## src/hw/rtl/byte_fifo_with_search_macros.svh

```systemverilog
// assertion macros for the byte fifo with search
`ifndef BYTE_FIFO_WITH_SEARCH_MACROS_SVH
`define BYTE_FIFO_WITH_SEARCH_MACROS_SVH

// same-cycle implication, disabled in reset
`define BFS_ASSERT_IMPL(label, clk, rst, ante, cons, msg) \
   label: assert property (@(posedge clk) disable iff (rst) (ante) |-> (cons)) \
      else $error(msg);

// next-cycle implication, disabled in reset
`define BFS_ASSERT_NEXT(label, clk, rst, ante, cons, msg) \
   label: assert property (@(posedge clk) disable iff (rst) (ante) |=> (cons)) \
      else $error(msg);

`endif

```

## src/hw/rtl/bfs_pkg.sv

```systemverilog
package bfs_pkg;

   localparam logic [1:0] ACT_ENQUEUE = 2'd0;
   localparam logic [1:0] ACT_DEQUEUE = 2'd1;
   localparam logic [1:0] ACT_SEARCH  = 2'd2;

   localparam logic [1:0] ST_OK    = 2'd0;
   localparam logic [1:0] ST_EMPTY = 2'd1;
   localparam logic [1:0] ST_FULL  = 2'd2;

   typedef struct packed {
      logic [7:0] out_byte;
      logic       found;
      logic [1:0] status;
   } res_type;

endpackage

```

## src/hw/rtl/byte_fifo_with_search.sv

```systemverilog
// Byte queue of DEPTH entries with enqueue, dequeue and membership search; one
// item is worked at a time and each item gives exactly one result. A search
// walks the queue from the head, reading one stored entry a cycle through the
// single read port of the entry memory, and stops at the first match or at the
// last held entry. Results sit in an output register, so the next item is
// accepted while a result waits to be taken.
module byte_fifo_with_search
   import bfs_pkg::*;
#(
   parameter int DEPTH = 16
) (
   input  logic       clock,
   input  logic       reset,
   input  logic       req_valid,
   output logic       req_ready,
   input  logic [1:0] req_action,
   input  logic [7:0] req_data_byte,
   output logic       rsp_valid,
   input  logic       rsp_ready,
   output logic [7:0] rsp_out_byte,
   output logic       rsp_found,
   output logic [1:0] rsp_status
);

   localparam int AW = $clog2(DEPTH);
   localparam int CW = $clog2(DEPTH + 1);

   logic          out_free;
   logic          res_valid;
   res_type       res;
   logic          wr_en;
   logic [AW-1:0] wr_addr;
   logic [7:0]    wr_data;
   logic          rd_en;
   logic [AW-1:0] rd_addr;
   logic [7:0]    rd_data;

   logic          rsp_valid_ff, rsp_valid_in;
   res_type       rsp_ff;

   bfs_ctrl #(
      .DEPTH(DEPTH),
      .AW   (AW),
      .CW   (CW)
   ) u_ctrl (
      .clock        (clock),
      .reset        (reset),
      .req_valid    (req_valid),
      .req_ready    (req_ready),
      .req_action   (req_action),
      .req_data_byte(req_data_byte),
      .out_free     (out_free),
      .res_valid    (res_valid),
      .res          (res),
      .wr_en        (wr_en),
      .wr_addr      (wr_addr),
      .wr_data      (wr_data),
      .rd_en        (rd_en),
      .rd_addr      (rd_addr),
      .rd_data      (rd_data)
   );

   bfs_ram #(
      .DEPTH(DEPTH),
      .AW   (AW)
   ) u_ram (
      .clock  (clock),
      .wr_en  (wr_en),
      .wr_addr(wr_addr),
      .wr_data(wr_data),
      .rd_en  (rd_en),
      .rd_addr(rd_addr),
      .rd_data(rd_data)
   );

   assign out_free = !rsp_valid_ff || rsp_ready;

   always_comb begin
      rsp_valid_in = rsp_valid_ff;
      if (res_valid) begin
         rsp_valid_in = 1'b1;
      end else if (rsp_ready) begin
         rsp_valid_in = 1'b0;
      end
   end

   always_ff @(posedge clock) begin
      if (reset) begin
         rsp_valid_ff <= 1'b0;
      end else begin
         rsp_valid_ff <= rsp_valid_in;
      end
   end

   always_ff @(posedge clock) begin
      if (res_valid) begin
         rsp_ff <= res;
      end
   end

   assign rsp_valid    = rsp_valid_ff;
   assign rsp_out_byte = rsp_ff.out_byte;
   assign rsp_found    = rsp_ff.found;
   assign rsp_status   = rsp_ff.status;

endmodule

```

## src/hw/rtl/bfs_ram.sv

```systemverilog
module bfs_ram
   import bfs_pkg::*;
#(
   parameter int DEPTH = 16,
   parameter int AW    = $clog2(DEPTH)
) (
   input  logic          clock,
   input  logic          wr_en,
   input  logic [AW-1:0] wr_addr,
   input  logic [7:0]    wr_data,
   input  logic          rd_en,
   input  logic [AW-1:0] rd_addr,
   output logic [7:0]    rd_data
);

   logic [7:0] mem [DEPTH];
   logic [7:0] rd_data_ff;

   always_ff @(posedge clock) begin
      if (wr_en) begin
         mem[wr_addr] <= wr_data;
      end
   end

   // read data holds until the next read
   always_ff @(posedge clock) begin
      if (rd_en) begin
         rd_data_ff <= mem[rd_addr];
      end
   end

   assign rd_data = rd_data_ff;

endmodule

```

## src/hw/rtl/bfs_ctrl.sv

```systemverilog
`include "byte_fifo_with_search_macros.svh"

module bfs_ctrl
   import bfs_pkg::*;
#(
   parameter int DEPTH = 16,
   parameter int AW    = $clog2(DEPTH),
   parameter int CW    = $clog2(DEPTH + 1)
) (
   input  logic          clock,
   input  logic          reset,
   input  logic          req_valid,
   output logic          req_ready,
   input  logic [1:0]    req_action,
   input  logic [7:0]    req_data_byte,
   input  logic          out_free,
   output logic          res_valid,
   output res_type       res,
   output logic          wr_en,
   output logic [AW-1:0] wr_addr,
   output logic [7:0]    wr_data,
   output logic          rd_en,
   output logic [AW-1:0] rd_addr,
   input  logic [7:0]    rd_data
);

   localparam logic [1:0] S_IDLE = 2'd0;
   localparam logic [1:0] S_EXEC = 2'd1;
   localparam logic [1:0] S_DEQ  = 2'd2;
   localparam logic [1:0] S_SRCH = 2'd3;

   localparam logic [AW-1:0] LAST = AW'(DEPTH - 1);
   localparam logic [CW-1:0] FULL = CW'(DEPTH);

   logic [1:0]    state_ff, state_in;
   logic [1:0]    act_ff, act_in;
   logic [7:0]    data_ff, data_in;
   logic [AW-1:0] head_ff, head_in;
   logic [AW-1:0] tail_ff, tail_in;
   logic [AW-1:0] pos_ff, pos_in;
   logic [CW-1:0] occ_ff, occ_in;
   logic [CW-1:0] cnt_ff, cnt_in;

   function automatic logic [AW-1:0] next_slot(input logic [AW-1:0] idx);
      return (idx == LAST) ? '0 : idx + 1'b1;
   endfunction

   assign req_ready = (state_ff == S_IDLE);
   assign wr_addr   = tail_ff;
   assign wr_data   = data_ff;

   always_comb begin
      state_in  = state_ff;
      act_in    = act_ff;
      data_in   = data_ff;
      head_in   = head_ff;
      tail_in   = tail_ff;
      pos_in    = pos_ff;
      occ_in    = occ_ff;
      cnt_in    = cnt_ff;
      wr_en     = 1'b0;
      rd_en     = 1'b0;
      rd_addr   = head_ff;
      res_valid = 1'b0;
      res       = '0;
      case (state_ff)
         S_IDLE: begin
            if (req_valid) begin
               act_in   = req_action;
               data_in  = req_data_byte;
               state_in = S_EXEC;
            end
         end
         S_EXEC: begin
            case (act_ff)
               ACT_ENQUEUE: begin
                  if (out_free) begin
                     res_valid = 1'b1;
                     state_in  = S_IDLE;
                     if (occ_ff == FULL) begin
                        res.status = ST_FULL;
                     end else begin
                        wr_en   = 1'b1;
                        tail_in = next_slot(tail_ff);
                        occ_in  = occ_ff + 1'b1;
                     end
                  end
               end
               ACT_DEQUEUE, ACT_SEARCH: begin
                  if (occ_ff == '0) begin
                     if (out_free) begin
                        res_valid  = 1'b1;
                        res.status = ST_EMPTY;
                        state_in   = S_IDLE;
                     end
                  end else begin
                     rd_en = 1'b1;
                     if (act_ff == ACT_DEQUEUE) begin
                        state_in = S_DEQ;
                     end else begin
                        pos_in   = next_slot(head_ff);
                        cnt_in   = CW'(1);
                        state_in = S_SRCH;
                     end
                  end
               end
               default: begin
                  if (out_free) begin
                     res_valid = 1'b1;
                     state_in  = S_IDLE;
                  end
               end
            endcase
         end
         S_DEQ: begin
            if (out_free) begin
               res_valid    = 1'b1;
               res.out_byte = rd_data;
               head_in      = next_slot(head_ff);
               occ_in       = occ_ff - 1'b1;
               state_in     = S_IDLE;
            end
         end
         S_SRCH: begin
            if (rd_data == data_ff) begin
               if (out_free) begin
                  res_valid = 1'b1;
                  res.found = 1'b1;
                  state_in  = S_IDLE;
               end
            end else if (cnt_ff == occ_ff) begin
               if (out_free) begin
                  res_valid = 1'b1;
                  state_in  = S_IDLE;
               end
            end else begin
               rd_en   = 1'b1;
               rd_addr = pos_ff;
               pos_in  = next_slot(pos_ff);
               cnt_in  = cnt_ff + 1'b1;
            end
         end
         default: begin
            state_in = S_IDLE;
         end
      endcase
   end

   always_ff @(posedge clock) begin
      if (reset) begin
         state_ff <= S_IDLE;
         head_ff  <= '0;
         tail_ff  <= '0;
         occ_ff   <= '0;
      end else begin
         state_ff <= state_in;
         head_ff  <= head_in;
         tail_ff  <= tail_in;
         occ_ff   <= occ_in;
      end
   end

   always_ff @(posedge clock) begin
      act_ff  <= act_in;
      data_ff <= data_in;
      pos_ff  <= pos_in;
      cnt_ff  <= cnt_in;
   end

   `BFS_ASSERT_IMPL(a_occ_bound, clock, reset, 1'b1, occ_ff <= FULL, "occupancy above depth")
   `BFS_ASSERT_IMPL(a_wr_not_full, clock, reset, wr_en, occ_ff < FULL, "write into full queue")
   `BFS_ASSERT_IMPL(a_rd_wr_excl, clock, reset, wr_en, !rd_en, "read and write together")
   `BFS_ASSERT_IMPL(a_res_room, clock, reset, res_valid, out_free, "result with no room")
   `BFS_ASSERT_IMPL(a_walk_bound, clock, reset, state_ff == S_SRCH,
                    (cnt_ff <= occ_ff) && (cnt_ff != '0), "search walk out of range")
   `BFS_ASSERT_NEXT(a_accept_exec, clock, reset, req_valid && req_ready,
                    state_ff == S_EXEC, "accepted item not executed")

endmodule

```

## config.mk

```make
export PLATFORM = sky130hd
export DESIGN_NAME = byte_fifo_with_search
export DESIGN_NICKNAME = d
export VERILOG_FILES = /design/src/hw/rtl/bfs_pkg.sv /design/src/hw/rtl/byte_fifo_with_search.sv /design/src/hw/rtl/bfs_ram.sv /design/src/hw/rtl/bfs_ctrl.sv
export VERILOG_INCLUDE_DIRS = /design/src /design/src/hw/rtl
export SDC_FILE = /design/constraint.sdc
export NUM_CORES = 1
export LEC_CHECK = 0
export ABC_AREA = 1
export BUFFER_PORTS_ARGS = -buffer_cell sky130_fd_sc_hd__buf_2
export CELL_PAD_IN_SITES_DETAIL_PLACEMENT = 1
export CELL_PAD_IN_SITES_GLOBAL_PLACEMENT = 2
export CORE_ASPECT_RATIO = 1.25
export CORE_MARGIN = 8
export CORE_UTILIZATION = 40
export DETAILED_ROUTE_END_ITERATION = 6
export MAX_ROUTING_LAYER = met4
export PLACE_DENSITY_LB_ADDON = 0.1
export RECOVER_POWER = 25
export SYNTH_ARGS = -nofsm -noshare
export SYNTH_HDL_FRONTEND = slang
export SYNTH_SLANG_ARGS = --single-unit
```

## constraint.sdc

```tcl
create_clock -name clock -period 2.99 [get_ports clock]
set_input_delay 0.4485 -clock clock [delete_from_list [all_inputs] [get_ports clock]]
set_output_delay 0.4485 -clock clock [all_outputs]
set_load 0.05 [all_outputs]
```

Word-level counts from Yosys, hierarchy flattened:

Memories as Yosys holds them, arrays and structs flattened. A register that Yosys moved wholly into a read port is not among the register bits.
Index checks and enable logic that the tools add are counted.

* memories: 1
* RAM bits: 128
* output and inout port bits: 13
* register bits: 46

* eq/ne operators: 22
* mux-type cells: 55
* bitwise logic cells: 1
* reduce and logical (&&, ||, !) cells: 16
* add/subtract/negate cells: 6

Memory list
* u_ram.mem: words 16, bits a word 8, rd ports 1, clocked after Yosys merged registers in 1, wr ports 1, RTL line bfs_ram.sv:16 `logic [7:0] mem [DEPTH];`

Operators with widths (count)
* $mux W5: 9
* $mux W4: 11
* $ne A2 B2 Y1 const B: 10
* $pmux W5 S2: 2
* $mux W1: 19
* $mux W2: 9
* $add A4 B1 Y4 const B: 3
* $eq A4 B4 Y1 const B: 3
* $add A5 B1 Y5 const B: 2
* $eq A8 B8 Y1: 1
* $pmux W2 S4: 1
* $pmux W4 S2: 1
* $reduce_and A2 Y1: 4
* $eq A2 B2 Y1 const B: 3
* $reduce_and A6 Y1: 1
* $reduce_bool A2 Y1: 3
* $eq A5 B5 Y1: 1
* $eq A5 B5 Y1 const B: 1
* $logic_not A5 Y1: 1
* $reduce_and A5 Y1: 1
* $sub A5 B1 Y5 const B: 1
* $eq A2 B1 Y1 const B: 2
* $logic_not A2 Y1: 2
* $pmux W2 S2: 1
* 8 further kinds: 8

Logic depth before layout (Yosys ltp):

Gate-level depths: netlist of the first run.

* depth in word-level cells: 7
* depth in mapped cells: 15

Cells and area by module:

A second synthesis of the first run with hierarchy kept.

* cell total of the unflattened synthesis: 839
* area, all modules: 8358.0 um2

Modules (own cells, without submodules)
* bfs_ram: cells each 551, area an instance 5846.9 um2, times used 1
* bfs_ctrl: cells each 272, area an instance 2138.3 um2, times used 1
* byte_fifo_with_search: cells each 16, area an instance 372.9 um2, times used 1

Worst setup path before layout of the first run:

Ideal clock, no wire load.

* path kind: reg-to-reg
* from: register u_ctrl.data_ff[3] (netlist: u_ctrl.wr_data[3])
* to: register rsp_ff, in the netlist rsp_found, enable pin
* cell stages (with the launch flop): 9
* path slack: 0.802 ns
* data required time: 2.612 ns
* buffers on the path: 1
* arrival: 1.810 ns
* path through: edfxtp_1 > xnor2_1 > nand2_1 > nor2_1 > nand2_2 > nand3_4 > buf_6 > nand2_1 > nor2_1

* word-level cells in the longest chain between the ends: 3

RTL lines
* start: declaration: RTL line bfs_ctrl.sv:37 `logic [7:0] data_ff, data_in;`
* start signal: assignment: RTL line bfs_ctrl.sv:165 `data_ff <= data_in;`
* $eq A8 B8 Y1: RTL line bfs_ctrl.sv:125 `if (rd_data == data_ff) begin`
* $mux W1: RTL line bfs_ctrl.sv:125
* $pmux W1 S3: RTL line bfs_ctrl.sv:66 `case (state_ff)`
* net res_valid: RTL line byte_fifo_with_search.sv:29 `logic res_valid;`
* end signal: assignment: RTL line byte_fifo_with_search.sv:97 `rsp_ff <= res;`
* end: declaration: RTL line byte_fifo_with_search.sv:39 `res_type rsp_ff;`

The timed path passes the listed nets, and every way through them passes these cells.
A chain may end at the register's enable or synchronous reset.

Worst setup path in the final report of the first run:

* from: register u_ctrl.data_ff[4] (netlist: u_ctrl.wr_data[4])
* to: register u_ram.rd_data_ff[7] (netlist: u_ram.rd_data[7]), read port of u_ram.mem, data pin

* word-level cells in the longest chain between the ends: 3
* elaborated cells on any way between the ends: 5
* those cells by class: 1 x eq/ne; 4 x mux

RTL lines
* $eq A8 B8 Y1 *: RTL line bfs_ctrl.sv:125
* $mux W1 or $mux W4 (tied branches): RTL line bfs_ctrl.sv:125
* $pmux W1 S2 or $mux W4 (tied branches): RTL line bfs_ctrl.sv:66
* end: declaration: RTL line bfs_ram.sv:17 `logic [7:0] rd_data_ff;`

Mark *: on every way between the ends. The rest lies on a longest branch, timed or not.

==> results of run 1 <==
-- synth_stat cells, types with 2 or more instances --
cell,n,area share [%]
a21oi_1,17,1.0
buf_2,16,0.95
buf_4,4,0.36
buf_6,2,0.27
clkbuf_1,2,0.090
dfxtp_1,16,3.8
edfxtp_1,166,59
ha_1,13,1.9
inv_1,147,6.6
inv_2,7,0.31
nand2_1,168,7.5
nand2_2,5,0.37
nand3_1,136,8.1
nand3b_1,25,2.2
nand4_2,2,0.30
nor2_1,43,1.9
nor3_1,7,0.42
o21ai_0,22,1.3
o21ai_4,3,0.58
xnor2_1,6,0.63
xor2_1,5,0.52
-- report_power, final --
group / internal, mW / switching [mW]
combinational: 0.293 / 0.725
sequential: 2.95 / 0.111
clock: 1.22 / 0.983
-- kinds of logic after synthesis --
family / count (synthesis) / synth area share, %
AO/OA/AOI/OAI: 44 / 3.09
flip-flops: 182 / 63.2
AND/OR/NAND/NOR: 393 / 21.7
buffers and inverters: 180 / 8.71
adder cells (fa/ha/maj): 14 / 2.18
XOR/XNOR: 11 / 1.15
-- stage by stage --
step           instance area [µm²]  utilization [%]  setup WS (ns)  total power, mW
2_1_floorplan                 8390                -          0.802             3.72
3_3_place_gp                  9050             43.6          0.133             4.10
3_5_place_dp                  9050             43.6          0.113             4.13
4_1_cts                       9610             46.3         0.0805             6.31
5_1_grt                       9660             46.6         0.0218             6.49
6_report                      9660             46.6          0.210             6.28
-- repair_timing --
| item | 4_1_cts | 5_1_grt |
|---|---|---|
| endpoints found under the setup margin | 0 | 8 |
| setup buffers | 0 | 6 |
| hold buffers | 0 | 0 |
| hold endpoints to repair | 0 | 0 |
-- routing by layer --
layer  wire length, µm  GRT usage (%)
met5                 0              -
met4               862           9.39
met3               690           2.86
met2             13200           36.8
met1              9950           21.8
-- worst max path at each step --
stage / slack [ns] / end / startpoint / depth (start not counted)
floorplan: 0.80 / rsp_found$_SDFFCE_PP0P_ / u_ctrl.wr_data[3]$_DFFE_PP_ / 8
global placement: 0.13 / u_ram.rd_data[0]$_DFFE_PP_ / u_ctrl.wr_data[4]$_DFFE_PP_ / 12
detailed placement: 0.11 / u_ram.rd_data[7]$_DFFE_PP_ / u_ctrl.wr_data[4]$_DFFE_PP_ / 12
CTS: 0.08 / u_ram.rd_data[7]$_DFFE_PP_ / u_ctrl.wr_data[5]$_DFFE_PP_ / 12
global route: 0.02 / u_ram.rd_data[7]$_DFFE_PP_ / u_ctrl.wr_data[4]$_DFFE_PP_ / 14
finish: 0.21 / u_ram.rd_data[7]$_DFFE_PP_ / u_ctrl.wr_data[4]$_DFFE_PP_ / 14
-- cell type report --
cell class	instances	area, µm²
inverters	155	587
flip-flops and latches	182	5310
well taps	274	343
repair buffers	69	510
multi-input cells	462	2350
clock buffers	17	425
fillers	2340	11100
clock inverters	14	136
-- registers in the layout, summed over array words and instances (netlist names) --
register and flops:
rsp_found 1, rsp_out_byte 8, rsp_status 2, rsp_valid 1
u_ctrl.act_ff 2, u_ctrl.cnt_ff 5, u_ctrl.head_ff 4, u_ctrl.occ_ff 5
u_ctrl.pos_ff 4, u_ctrl.state_ff 2, u_ctrl.wr_addr 4, u_ctrl.wr_data 8
u_ram.mem 128, u_ram.rd_data 8
-- worst max-delay path, delay by kind of cell (launching register included) --
kind                   cells  cell delay (ns)
flip-flops                 1             0.67
buffers and inverters      2             0.41
AND/OR/NAND/NOR           12             1.43
==> impl_metrics.yaml, run 1 <==
cells_and_area:
  final_common_cell: "nand2_1"
  drive_gt1_share_pct: 12.7
  nets: 915
  layout_common_cells: "nand2_1 (168), edfxtp_1 (166), inv_1 (147)"
  instances_no_fill: 1173
  antenna_cells: 0
  area_growth_pct: 15.2
sta:
  max_freq_mhz: 360
  rsz0062_at_grt: "false"
  hold_viol_final: 0
  worst_pin_slew_ns: 0.997
  fin_hold_ws_ns: 0.188
  min_period_ns: 2.78
  final_max_slew_viol_count: 0
  slew_headroom_pct: 33.5
  post-route-period-util_pct: 93.0
  fin_skew_ns: 0.00826
  setup_violations: 0
  setup_tns_ns: 0
worst_setup_path:
  cp_slowest_cell: "edfxtp_1"
  reg2regPathDepth: 14
  path_cells: "inv_1, nand2_1, nand2_1, nand2_1, nor2_1, nand2_2, nand3_4, nand2_2, buf_4, nand3_1, nand3_1, nand3_1, nand3_1, nand2_1"
  critPathRequiredTime_ns: 3.18
  cp-end-kind: "flop"
  critPathMaxStageDelay_ns: 0.67
  crit_arrival_ns: 2.97
  r2r_start: "u_ctrl.wr_data[4]$_DFFE_PP_"
  r2r_slack_ns: 0.21
  cp_max_fo: 22
  path_class: "reg -> reg"
  rr_endpoint: "u_ram.rd_data[7]$_DFFE_PP_"
  worstSetupStartpointType: "flop"
job:
  cap_violations: 0
placement:
  globalplace.congestion: 0.807
  placedCellCount: 1136
  port_buffers: 26
  hpwl_um: 17400
pwr:
  p_leak_nw: 4.05
  ir_worst_vdd_v: 0.000398
  power_density_nw_per_um2: 650
yosys:
  syn_nets: 852
  ys_ff_latch: 182
  syn_avg_cell_area_um2: 10.2
  synthCells: 824
  synth.distinct_cells: 33
  yosysSeqAreaShare_pct: 63.2
  yosysWarnings: 0
  synth-async-reset-ratio_pct: 0
  synth_ff_type: "edfxtp_1"
  syn-cell-area_um2: 8390
  synth_edf_count: 166
cts:
  cts-resized-gates: 0
  ctsLongestPathBuffers: 2
  cts_made_buffers: 17
  h-tree-depth: 4
  clock_latency_ns: 0.43
  clk_root_buffer_cell: "clkbuf_16"
  clk_pin_slew_ns: 0.07
  clock_sinks: 182
  cts_tree: "yes"
floorplanning:
  coreArea_um2: 20700
  die_w_um: 146
  ioPinCount: 27
  initial_utilization_pct: 40.4
  dieArea_um2: 25900
  rows: 59
  die_y_um: 178
global_routing:
  grt_max_degree: 47
  grt_pass1_vias: 6385
  antenna_found_initial: 0
  grt_pass1_wl_um: 37900
  overflow: 0
  track_usage_pct: 20.3
hold_path:
  min_path_cells: 1
  hold_path_end: "u_ctrl.wr_data[7]$_DFFE_PP_"
  hold_path.class: "in -> reg"
  worstHoldStart: "req_data_byte[7]"
route:
  firstDrtPassIters: 4
  avgRoutedWirePerCell_um: 21.1
  viasPerCell: 5.13
  drc: 0
  ant_nets: 0
  dr_total_vias: 6023
  drt_iter0_drc: 303
  finalWirelength_um: 24700
run_status:
  status: "finished clean"
(Power assumes the default switching activity.)
==> inputs of run 2 (changes only) <==
- CORE_MARGIN: 8 -> 2
==> run 2 against run 1 <==
Against the previous run:
- clock skew grew 0.0031 ns
- power grew 1.2%
- non-clock buffer count shrank 5
- critical endpoint unchanged
==> impl_metrics.yaml, run 2 (synthesis gave the netlist of run 1 again) <==
sta:
  setup_violations: 0
  rsz0062_at_grt: "false"
  setup_tns_ns: 0
  fin_skew_ns: 0.0114
  post-route-period-util_pct: 89.4
  worst_pin_slew_ns: 1.07
  hold_viol_final: 0
  slew_headroom_pct: 28.5
  max_freq_mhz: 374
  final_max_slew_viol_count: 0
  min_period_ns: 2.67
  setup_ws_ns: 0.316
worst_setup_path:
  cp_max_fo: 17
  cpLargestDelayFamily: "simple AND/OR/NAND/NOR gates"
  worstSetupStartpointType: "flop"
  critPathRequiredTime_ns: 3.30
  cp-end-kind: "flop"
  path_cells: "nand2_1, nand2_1, nand2_1, nor2_1, nand2_2, nand3_4, o21ai_4, inv_2, nand3_1, nand3_1, nand2_1"
  r2r_slack_ns: 0.32
  crit_arrival_ns: 2.98
  rr_endpoint: "u_ram.rd_data[7]$_DFFE_PP_"
  cp_slowest_cell: "o21ai_4"
  critPathMaxStageDelay_ns: 0.54
  r2r_start: "u_ctrl.wr_data[1]$_DFFE_PP_"
  crit_path_frequent_cell: "nand2_1"
  path_class: "reg -> reg"
  reg2regPathDepth: 11
  crit_buf_inv: 1
placement:
  port_buffers: 26
  globalplace.congestion: 0.835
  hpwl_um: 17400
  place_area_um2: 9020
  post-place-ws_ns: 0.193
job:
  cap_violations: 0
floorplanning:
  die_y_um: 166
  initial_utilization_pct: 40.6
  rows: 59
  die_w_um: 134
  coreArea_um2: 20700
  ioPinCount: 27
  dieArea_um2: 22200
route:
  drc: 0
  wl_met3_um: 770
  dr_total_vias: 6028
  viasPerCell: 5.15
  firstDrtPassIters: 5
  finalWirelength_um: 24900
  wl_met2_um: 13800
  ant_nets: 0
  route.layer.met1.wl_um: 9660
  drt_iter0_drc: 405
  avgRoutedWirePerCell_um: 21.3
  top_layer: "met4"
global_routing:
  track_usage_pct: 24.0
  grt_pass1_wl_um: 38100
  grt_pass1_vias: 6495
  overflow: 0
  grt_max_degree: 47
  antenna_found_initial: 0
cells_and_area:
  fin_area_um2: 9600
  antenna_cells: 0
  area_growth_pct: 14.4
  layout_common_cells: "nand2_1 (168), edfxtp_1 (166), inv_1 (147)"
  largest_reg_flops: 128
  top_register: "u_ram.mem"
  nets: 911
  drive_gt1_share_pct: 12.2
  final_common_cell: "nand2_1"
cts:
  clk_root_buffer_cell: "clkbuf_16"
  cts_made_buffers: 17
  clock_sinks: 182
  clock_latency_ns: 0.44
  cts_tree: "yes"
  clk_pin_slew_ns: 0.07
  post_cts_buffers: 0
  ctsLongestPathBuffers: 2
  h-tree-depth: 4
hold_path:
  worstHoldStart: "req_data_byte[2]"
  hold_path_end: "u_ctrl.wr_data[2]$_DFFE_PP_"
  hold_path.class: "in -> reg"
  min_path_cells: 1
pwr:
  power_density_nw_per_um2: 662
  p_leak_nw: 4.02
  ir_worst_vdd_v: 0.000412
run_status:
  status: "finished clean"
==> run 2: how the worst max path moves through the flow <==
stage / to / slack, ns / startpoint / cells past startpoint
floorplan: rsp_found$_SDFFCE_PP0P_ / 0.80 / u_ctrl.wr_data[3]$_DFFE_PP_ / 8
global placement: u_ram.rd_data[2]$_DFFE_PP_ / 0.27 / u_ctrl.wr_data[4]$_DFFE_PP_ / 12
detailed placement: u_ram.rd_data[2]$_DFFE_PP_ / 0.19 / u_ctrl.wr_data[4]$_DFFE_PP_ / 12
CTS: u_ram.rd_data[7]$_DFFE_PP_ / 0.18 / u_ctrl.wr_data[4]$_DFFE_PP_ / 12
global route: u_ram.rd_data[7]$_DFFE_PP_ / 0.14 / u_ctrl.wr_data[4]$_DFFE_PP_ / 12
finish: u_ram.rd_data[7]$_DFFE_PP_ / 0.32 / u_ctrl.wr_data[1]$_DFFE_PP_ / 11
==> run 2: what timing repair did <==
action / CTS / global route
gates resized for setup: 0 / 1
endpoints found under the setup margin: 0 / 2
hold buffers: 0 / 0
==> run 2: per-layer routing <==
layer | global-route usage (%) | up-vias
met5 | - | -
met4 | 8.37 | 0
met3 | 3.91 | 37
met2 | 43.9 | 116
met1 | 26.1 | 3044
li1 | - | 2831
==> run 2: report_power, final <==
part	leakage [nW]	internal, mW	switching (mW)
sequential	1.64	2.95	0.0939
combinational	2.10	0.265	0.751
clock	0.285	1.31	0.982
==> run 2: metrics by stage <==
| step | power (mW) | std cells | hold WS (ns) | utilization [%] |
|---|---|---|---|---|
| global placement | 4.09 | 1137 | 0.486 | 43.6 |
| CTS | 6.41 | 1169 | 0.163 | 46.5 |
| finish | 6.35 | 1170 | 0.181 | 46.4 |
| detailed placement | 4.12 | 1137 | 0.492 | 43.6 |
| floorplan | 3.72 | 824 | 0.466 | - |
| global route | 6.60 | 1170 | 0.163 | 46.4 |
==> run 2: cell type report <==
class | count | area (µm²)
tap | 274 | 343
fill | 2333 | 11100
sequential | 182 | 5310
clock inverter | 13 | 155
timing repair buffer | 64 | 402
inverter | 155 | 587
multi-input combinational | 463 | 2370
clock buffer | 19 | 433
==> inputs of run 3 (changes only) <==
- CORE_MARGIN: 2 -> default
- MAX_ROUTING_LAYER: met4 -> default
- PLACE_DENSITY: default -> 0.83
- PLACE_DENSITY_LB_ADDON: 0.1 -> default
==> run 3 against run 2 <==
Against the previous run:
- register-to-register slack got worse by 0.04 ns
- critical path depth rose by 1
- clock skew down 0.00065 ns
- clock power up 2%
- sequential power hardly changed
- cell area is essentially flat
- sequential share of layout area about the same
- clock-buffer cell count stayed put
- power is 0.19% lower
- combinational power is 4% lower
- routed wire length down 6.7%
- flip-flop and latch count did not move
- critical endpoint is now u_ram.rd_data[6]$_DFFE_PP_
- highest routed layer unchanged
==> impl_metrics.yaml, run 3 (synthesis gave the netlist of run 1 again) <==
placement:
  hpwl_um: 16700
  placedCellCount: 1134
  post-place-ws_ns: 0.277
  port_buffers: 26
  place_area_um2: 9030
  globalplace.congestion: 0.853
hold_path:
  hold_path.class: "in -> reg"
sta:
  setup_tns_ns: 0
  fin_skew_ns: 0.0107
  setup_violations: 0
  slew_headroom_pct: 27.3
  hold_viol_final: 0
  post-route-period-util_pct: 90.8
  worst_pin_slew_ns: 1.09
  min_period_ns: 2.71
  rsz0062_at_grt: "false"
  max_freq_mhz: 369
  setup_ws_ns: 0.276
  final_max_slew_viol_count: 0
  fin_hold_ws_ns: 0.175
cts:
  clock_sinks: 182
  cts-resized-gates: 0
  clk_pin_slew_ns: 0.07
  clk_root_buffer_cell: "clkbuf_16"
  cts_made_buffers: 17
  cts_hold_buf: 0
  post_cts_buffers: 0
  ctsLongestPathBuffers: 2
  clock_latency_ns: 0.44
  cts_tree: "yes"
  h-tree-depth: 4
global_routing:
  overflow: 0
  antenna_found_initial: 0
  grt_pass1_wl_um: 36200
  grt_pass1_vias: 6373
  track_usage_pct: 23.0
  grt_max_degree: 47
route:
  ant_nets: 0
  drt_iter0_drc: 359
  avgRoutedWirePerCell_um: 19.9
  finalWirelength_um: 23200
  firstDrtPassIters: 5
  dr_total_vias: 5957
  drc: 0
  viasPerCell: 5.11
floorplanning:
  ioPinCount: 27
  die_w_um: 132
  initial_utilization_pct: 41.3
  die_y_um: 164
  dieArea_um2: 21600
  rows: 58
  coreArea_um2: 20300
worst_setup_path:
  worstSetupStartpointType: "flop"
  path_class: "reg -> reg"
  crit_buf_inv: 1
  crit_arrival_ns: 3.00
  cp_slowest_cell: "o21ai_4"
  critPathMaxStageDelay_ns: 0.84
  cp-end-kind: "flop"
  path_cells: "inv_1, nand2_1, nand2_1, nand2_1, nor2_1, nand2_2, nand3_4, o21ai_4, nand3_1, nand3_1, nand3_1, nand2_1"
  crit_path_frequent_cell: "nand2_1"
  cp_max_fo: 32
  cpLargestDelayFamily: "simple AND/OR/NAND/NOR gates"
  critPathRequiredTime_ns: 3.28
cells_and_area:
  fin_area_um2: 9600
  largest_reg_flops: 128
  final_common_cell: "nand2_1"
  antenna_cells: 0
  nets: 911
  layout_common_cells: "nand2_1 (168), edfxtp_1 (166), inv_1 (147)"
  area_growth_pct: 14.4
  n_fill_cell: 2312
  drive_gt1_share_pct: 11.5
  final_util_pct: 47.2
  instances_no_fill: 1166
  top_register: "u_ram.mem"
pwr:
  swShare_pct: 28.4
  seqPwrFrac_pct: 47.9
  p_int_mw: 4.54
  ir_worst_vdd_v: 0.000400
  clock_power_share_pct: 36.7
  power_density_nw_per_um2: 660
  p_leak_nw: 4.01
  pwr-share-comb_pct: 15.4
  p_total_mw: 6.34
  netSwitchingPower_mw: 1.80
job:
  cap_violations: 0
run_status:
  status: "finished clean"
==> run 3: cell types whose count changed in the layout (fill, tap and decap cells not counted) <==
cell | previous run | this run
buf_12 | 1 | 2
buf_2 | 23 | 18
buf_4 | 31 | 30
clkbuf_1 | 11 | 17
clkinv_2 | 4 | 1
clkinv_4 | 2 | 3
inv_8 | 0 | 2
nand2_4 | 0 | 1
nand2_8 | 1 | 0
o21ai_0 | 22 | 21
o21ai_1 | 0 | 1
o21ai_2 | 2 | 1
==> run 3: power groups by stage <==
stage,Clock [mW],Sequential (mW),Combinational [mW]
after floorplan,0,3.20,0.518
after global placement,0,3.08,0.967
after detailed placement,0,3.09,0.995
after CTS,2.37,3.03,1.00
after global routing,2.46,3.05,1.08
final,2.33,3.03,0.976
==> run 3: worst paths after layout <==
path	startpoint	endpoint	slack (ns)	depth (start not counted)
setup / recovery	u_ctrl.wr_data[5]$_DFFE_PP_	u_ram.rd_data[6]$_DFFE_PP_	0.28	12
hold / removal	req_action[1]	u_ctrl.act_ff[1]$_DFFE_PP_	0.18	1
setup reg to reg	u_ctrl.wr_data[5]$_DFFE_PP_	u_ram.rd_data[6]$_DFFE_PP_	0.28	12
hold reg to reg	u_ctrl.wr_addr[2]$_SDFFE_PP0P_	u_ctrl.wr_addr[2]$_SDFFE_PP0P_	0.52	2
==> run 3: area by class of cell <==
cell class / count / area (µm²) / area share, %
repair buffers: 65 / 412 / 4.29
clock buffers: 19 / 433 / 4.51
flip-flops and latches: 182 / 5310 / 55.3
multi-input cells: 462 / 2350 / 24.5
well taps: 270 / 338 / 3.52
clock inverters: 13 / 171 / 1.79
inverters: 155 / 587 / 6.11
==> run 3: metal layers <==
layer / vias to the layer above / global-route usage, % / share of wire (%)
met5: - / 0 / 0
li1: 2841 / - / -
met3: 58 / 4.66 / 4.1
met4: 0 / 11.8 / 4.4
met2: 124 / 42.0 / 51
met1: 2934 / 25.4 / 40
